File: config.mk
export PLATFORM = sky130hd
export DESIGN_NAME = rgbbd_ctrl
export DESIGN_NICKNAME = d
export VERILOG_FILES = /design/src/hw/rtl/rgbbd_pkg.sv /design/src/hw/rtl/rgbbd_ctrl.sv
export SDC_FILE = /design/constraint.sdc
export NUM_CORES = 1
export LEC_CHECK = 0
export ABC_AREA = 1
export ABC_CLOCK_PERIOD_IN_PS = 1000
export BUFFER_PORTS_ARGS = -buffer_cell sky130_fd_sc_hd__buf_2
export CORE_AREA = 2 2 39 41
export CTS_CLUSTER_DIAMETER = 40
export DETAILED_ROUTE_END_ITERATION = 7
export DIE_AREA = 0 0 41 43
export PLACE_DENSITY = 0.48
export SYNTH_ARGS = -nofsm -noshare
export SYNTH_HDL_FRONTEND = slang
export SYNTH_SLANG_ARGS = --single-unit
File: constraint.sdc
create_clock -name clock -period 1 [get_ports clock]
set_input_delay 0.05 -clock clock [delete_from_list [all_inputs] [get_ports clock]]
set_output_delay 0.05 -clock clock [all_outputs]
set_load 0.02 [all_outputs]
File: src/hw/rtl/rgbbd_pkg.sv
// ----------------------------------------------------------------------------
// rgbbd_pkg
// Constants, types and controller codes of the RGB box downsampler.
// ----------------------------------------------------------------------------
package rgbbd_pkg;

   localparam int MAX_WIDTH  = 2048;
   localparam int MAX_RATE   = 16;
   localparam int CH         = 3;
   localparam int PIX_W      = 8;
   localparam int IMG_W      = 12;
   localparam int RATE_W     = 5;
   localparam int CSR_IDX_W  = 2;
   localparam int CSR_DATA_W = 12;
   localparam int COL_W      = $clog2(MAX_WIDTH) + 1;
   localparam int ADDR_W     = $clog2(MAX_WIDTH);
   localparam int SUB_W      = $clog2(MAX_RATE);
   localparam int SUM_W      = $clog2(MAX_RATE * MAX_WIDTH * 255 + 1);
   localparam int DIV_W      = $clog2(MAX_RATE * MAX_RATE + 1);
   localparam int STEP_W     = $clog2(SUM_W);

   typedef logic [CH-1:0][SUM_W-1:0] sum_vec_type;

   typedef enum logic [CSR_IDX_W-1:0] {
      CSR_IMAGE_WIDTH = 2'd0,
      CSR_X_RATE      = 2'd1,
      CSR_Y_RATE      = 2'd2
   } csr_index_type;

   typedef enum logic [2:0] {
      ST_IDLE,
      ST_DIVW,
      ST_MUL,
      ST_ADD,
      ST_RMW,
      ST_DIVA,
      ST_EMIT,
      ST_POST
   } ctrl_state_type;

   typedef struct packed {
      logic accept;
      logic start_w;
      logic load_lim;
      logic do_add;
      logic do_rmw;
      logic start_s;
      logic load_rsp;
      logic do_post;
   } dp_cmd_type;

   typedef struct packed {
      logic div_done;
      logic blk_full;
      logic emit;
      logic rsp_free;
   } dp_stat_type;

endpackage

File: src/hw/rtl/rgbbd_ctrl.sv
// ----------------------------------------------------------------------------
// rgbbd_ctrl
// Sequencer that steps one pixel through the datapath.
// ----------------------------------------------------------------------------
module rgbbd_ctrl (
   input  logic                    clock,
   input  logic                    reset,
   input  logic                    req_valid,
   output logic                    req_ready,
   output rgbbd_pkg::dp_cmd_type   cmd,
   input  rgbbd_pkg::dp_stat_type  stat
);
   import rgbbd_pkg::*;

   ctrl_state_type state_ff, state_in;

   always_ff @(posedge clock) begin
      if (reset) begin
         state_ff <= ST_IDLE;
      end else begin
         state_ff <= state_in;
      end
   end

   always_comb begin
      state_in = state_ff;
      unique case (state_ff)
         ST_IDLE: if (req_valid) state_in = ST_DIVW;
         ST_DIVW: if (stat.div_done) state_in = ST_MUL;
         ST_MUL:  state_in = ST_ADD;
         ST_ADD:  state_in = stat.blk_full ? ST_RMW : ST_POST;
         ST_RMW:  state_in = stat.emit ? ST_DIVA : ST_POST;
         ST_DIVA: if (stat.div_done) state_in = ST_EMIT;
         ST_EMIT: if (stat.rsp_free) state_in = ST_POST;
         ST_POST: state_in = ST_IDLE;
         default: state_in = ST_IDLE;
      endcase
   end

   always_comb begin
      cmd       = '0;
      req_ready = 1'b0;
      unique case (state_ff)
         ST_IDLE: begin
            req_ready   = 1'b1;
            cmd.accept  = req_valid;
            cmd.start_w = req_valid;
         end
         ST_MUL:  cmd.load_lim = 1'b1;
         ST_ADD:  cmd.do_add = 1'b1;
         ST_RMW: begin
            cmd.do_rmw  = 1'b1;
            cmd.start_s = stat.emit;
         end
         ST_EMIT: cmd.load_rsp = stat.rsp_free;
         ST_POST: cmd.do_post = 1'b1;
         default: ;
      endcase
   end

endmodule

==> flow_summary.yaml <==
logic_synthesis:
  ys.warnings.count: 0
  synth_top_cell_by_area: "dfxtp_1"
  synth.top_cells.by_area: "dfxtp_1 (27%), nand2_1 (17%), nor2_1 (17%)"
  post-synth-top-area-fraction_pct: 26.52
  synth_area_um2: 226.5
  syn_area_per_cell_um2: 5.267
  mappedNetlistNets: 50
  sequential_share_of_the_synthesized_area_pct: 26.52
  synthesis.instances: 43
  yosysUniqueCellTypes: 10
  synth-seq-cells: 3
cells_and_area:
  largest_register_ffs: 3
  share_of_post_route_cells_with_drive_strength_above_1_pct: 64.29
  finalNetCount: 78
  flow.area_growth_from_synthesis_pct: 143.1
  design_area_um2: 550.5
  layout_common_cells: "buf_4 (9), nand2_1 (8), buf_6 (8)"
  reg.largest.list: "state_ff x3"
  largest-register: "state_ff"
  mostFrequentLayoutCell: "buf_4"
  antenna-diode-count: 0
floorplanning:
  dieArea_mm2: 0.001763
  floorplan.rows: 14
  io-pin-count: 16
  floorplan.die.width_um: 41
  floorplan.initialDensity_pct: 16.37
  fp.coreArea_mm2: 0.001384
  chipHeight_um: 43
hold_path:
  min_path_type: "in -> reg"
global_route:
  grt_max_degree: 7
  grt-ovfl-total: 0
  antenna_found_initial: 0
  wire_length_of_the_first_global_routing_pass_um: 1014
  number_of_global_route_vias_before_repair: 282
  globalRouteTotalUtil_pct: 9.027
place:
  dpl.hpwl_um: 466.9
  number_of_buffers_inserted_by_port_buffering: 15
  dpl_worst_slack_ns: -0.04449
  globalplace.congestion: 0.6053
  placedInstanceArea_um2: 362.8
timing:
  grt_setup_unrepaired: "yes"
  slew_headroom_pct: 90.32
  finalSetupViolCount: 11
  worst_slew_pin_slew_ns: 0.1441
  maxClockFrequency_ghz: 0.8807
  max_clock_skew_ns: 0.003377
  report.final.slew_viol_count: 0
  fin_ws_ns: -0.1355
  timing.final.hold_violations: 0
  post_route_minimum_period_ns: 1.135
  finalHoldWorstSlack_ns: 0.1118
  finalCritPeriodShare_pct: 113.5
power_and_ir_drop:
  power_per_cell_area_mw_per_mm2: 1503
  power_frac_comb_pct: 53.1
  power.static_leakage_uw: 0.0002723
  total_power_of_the_final_layout_uw: 827.6
  max_rail_drop_vdd_mv: 0.6958
  intPower_uw: 505.3
  sw_frac_of_total_pct: 38.94
  pwr-share-clk_pct: 25.6
  power.sequential.fraction_pct: 21.2
  power_switching_uw: 322.3
cts:
  htreeDepth: 1
  clkSlewWorstSetupHoldPaths_ns: 0.04
  clockBufferDepth: 2
  tritoncts.num_buffers: 3
  clk-insertion-delay-late_ns: 0.23
  clkSinkCount: 3
  clock-root-buffer: "clkbuf_4"
  cts_tree: "yes"
setup_path:
  worstPathMaxFanout: 5
  r2r_setup_slack_ns: -0.07
  critPathCaptureType: "output port"
  worstReg2RegEnd: "state_ff[0]"
  worstSetupEndpoint: "cmd[6]"
  worstPathRequired_ns: 0.95
  timing.reg2reg.worst_path_depth: 6
  critPathArrivalTime_ns: 1.09
  critPathKind: "reg -> out"
  crit_path_start: "state_ff[1]"
  r2r-start: "state_ff[1]"
  worst_setup_path_start_kind: "flip-flop"
route:
  dr.first_iter.drc_count: 1
  drt_drc_violations_left: 0
  routed-wl-met3_um: 38
  ant_nets: 0
  firstDrtPassIters: 2
  route.vias.total: 336
  detail_route.vias_per_cell: 3.907
  routed_wire_length_per_instance_um: 8.233
  route.met2.wl_um: 411
  met1Wirelength_um: 258
  dr.max_layer_used: "met3"
  detail_route.wirelength_um: 708
run:
  timing.max_cap.violations: 0
run_status:
  status: "finished with violations"
  violations_in_the_final_reports: "negative setup slack"
worst min-delay path by stage:
stage | start | endpoint | slack, ns | depth (start not counted)
6_report | stat[0] | state_ff[1] | 0.11 | 4
5_1_grt | stat[0] | state_ff[1] | 0.12 | 4
4_1_cts | stat[0] | state_ff[1] | 0.09 | 4
3_5_place_dp | reset | state_ff[1] | 0.25 | 2
3_3_place_gp | reset | state_ff[0] | 0.25 | 2
2_1_floorplan | reset | state_ff[0] | 0.11 | 1
power by group through the flow:
stage	clock network, µW	logic, µW	registers [µW]
after floorplan	0	186	165
after global placement	0	268	168
after detailed placement	0	271	167
after CTS	229	320	174
after global routing	247	485	179
final	212	440	176
area by class of cell:
cell class / instances / area (µm²)
clock buffer: 4 / 26.28
tap: 16 / 20.02
inverter: 10 / 40.04
timing repair buffer: 24 / 197.7
multi-input combinational: 29 / 195.2
fill: 152 / 833.3
sequential: 3 / 71.32
synth_stat cells:
master / n
a21oi_1: 3
buf_4: 1
dfxtp_1: 3
inv_1: 9
inv_2: 1
nand2_1: 10
nand3_1: 3
nor2_1: 10
nor2_2: 1
nor3_1: 2
critical path, cell delays in order (launching register included):
cell and delay, ns:
dfxtp_4 0.36, nor2_4 0.16, nand2_4 0.08, nor2_4 0.13, buf_6 0.12
per-stage QoR:
stage	setup TNS [ns]	util, %	cells
2_1_floorplan	-0.05000	-	43
3_3_place_gp	-0.07368	26.22	77
3_5_place_dp	-0.08393	26.22	77
4_1_cts	-0.7766	33.00	83
5_1_grt	-1.628	39.78	86
6_report	-0.8971	39.78	86
timing repair:
| item | in CTS | in global routing |
|---|---|---|
| pin swaps | 2 | 5 |
| gates resized for setup | 18 | 20 |
| hold buffers | 1 | 0 |
| setup endpoints to repair | 11 | 11 |
| setup buffers | 1 | 3 |
| endpoints found under the hold margin | 2 | 0 |
logic make-up after synthesis:
group                  after synthesis  synth area share (%)
and+or+nand+nor                     26                 46.96
DFF                                  3                 26.52
AOI/OAI and AO/OA                    3                 6.628
buffers and inverters               11                 19.89
layer usage:
| layer | vias up | GRT usage [%] |
|---|---|---|
| li1 | 180 | - |
| met3 | 0 | 4.712 |
| met1 | 146 | 7.051 |
| met2 | 10 | 14.69 |
| met4 | 0 | 8.000 |
| met5 | - | 0 |
Power figures use the tool's default switching activity.
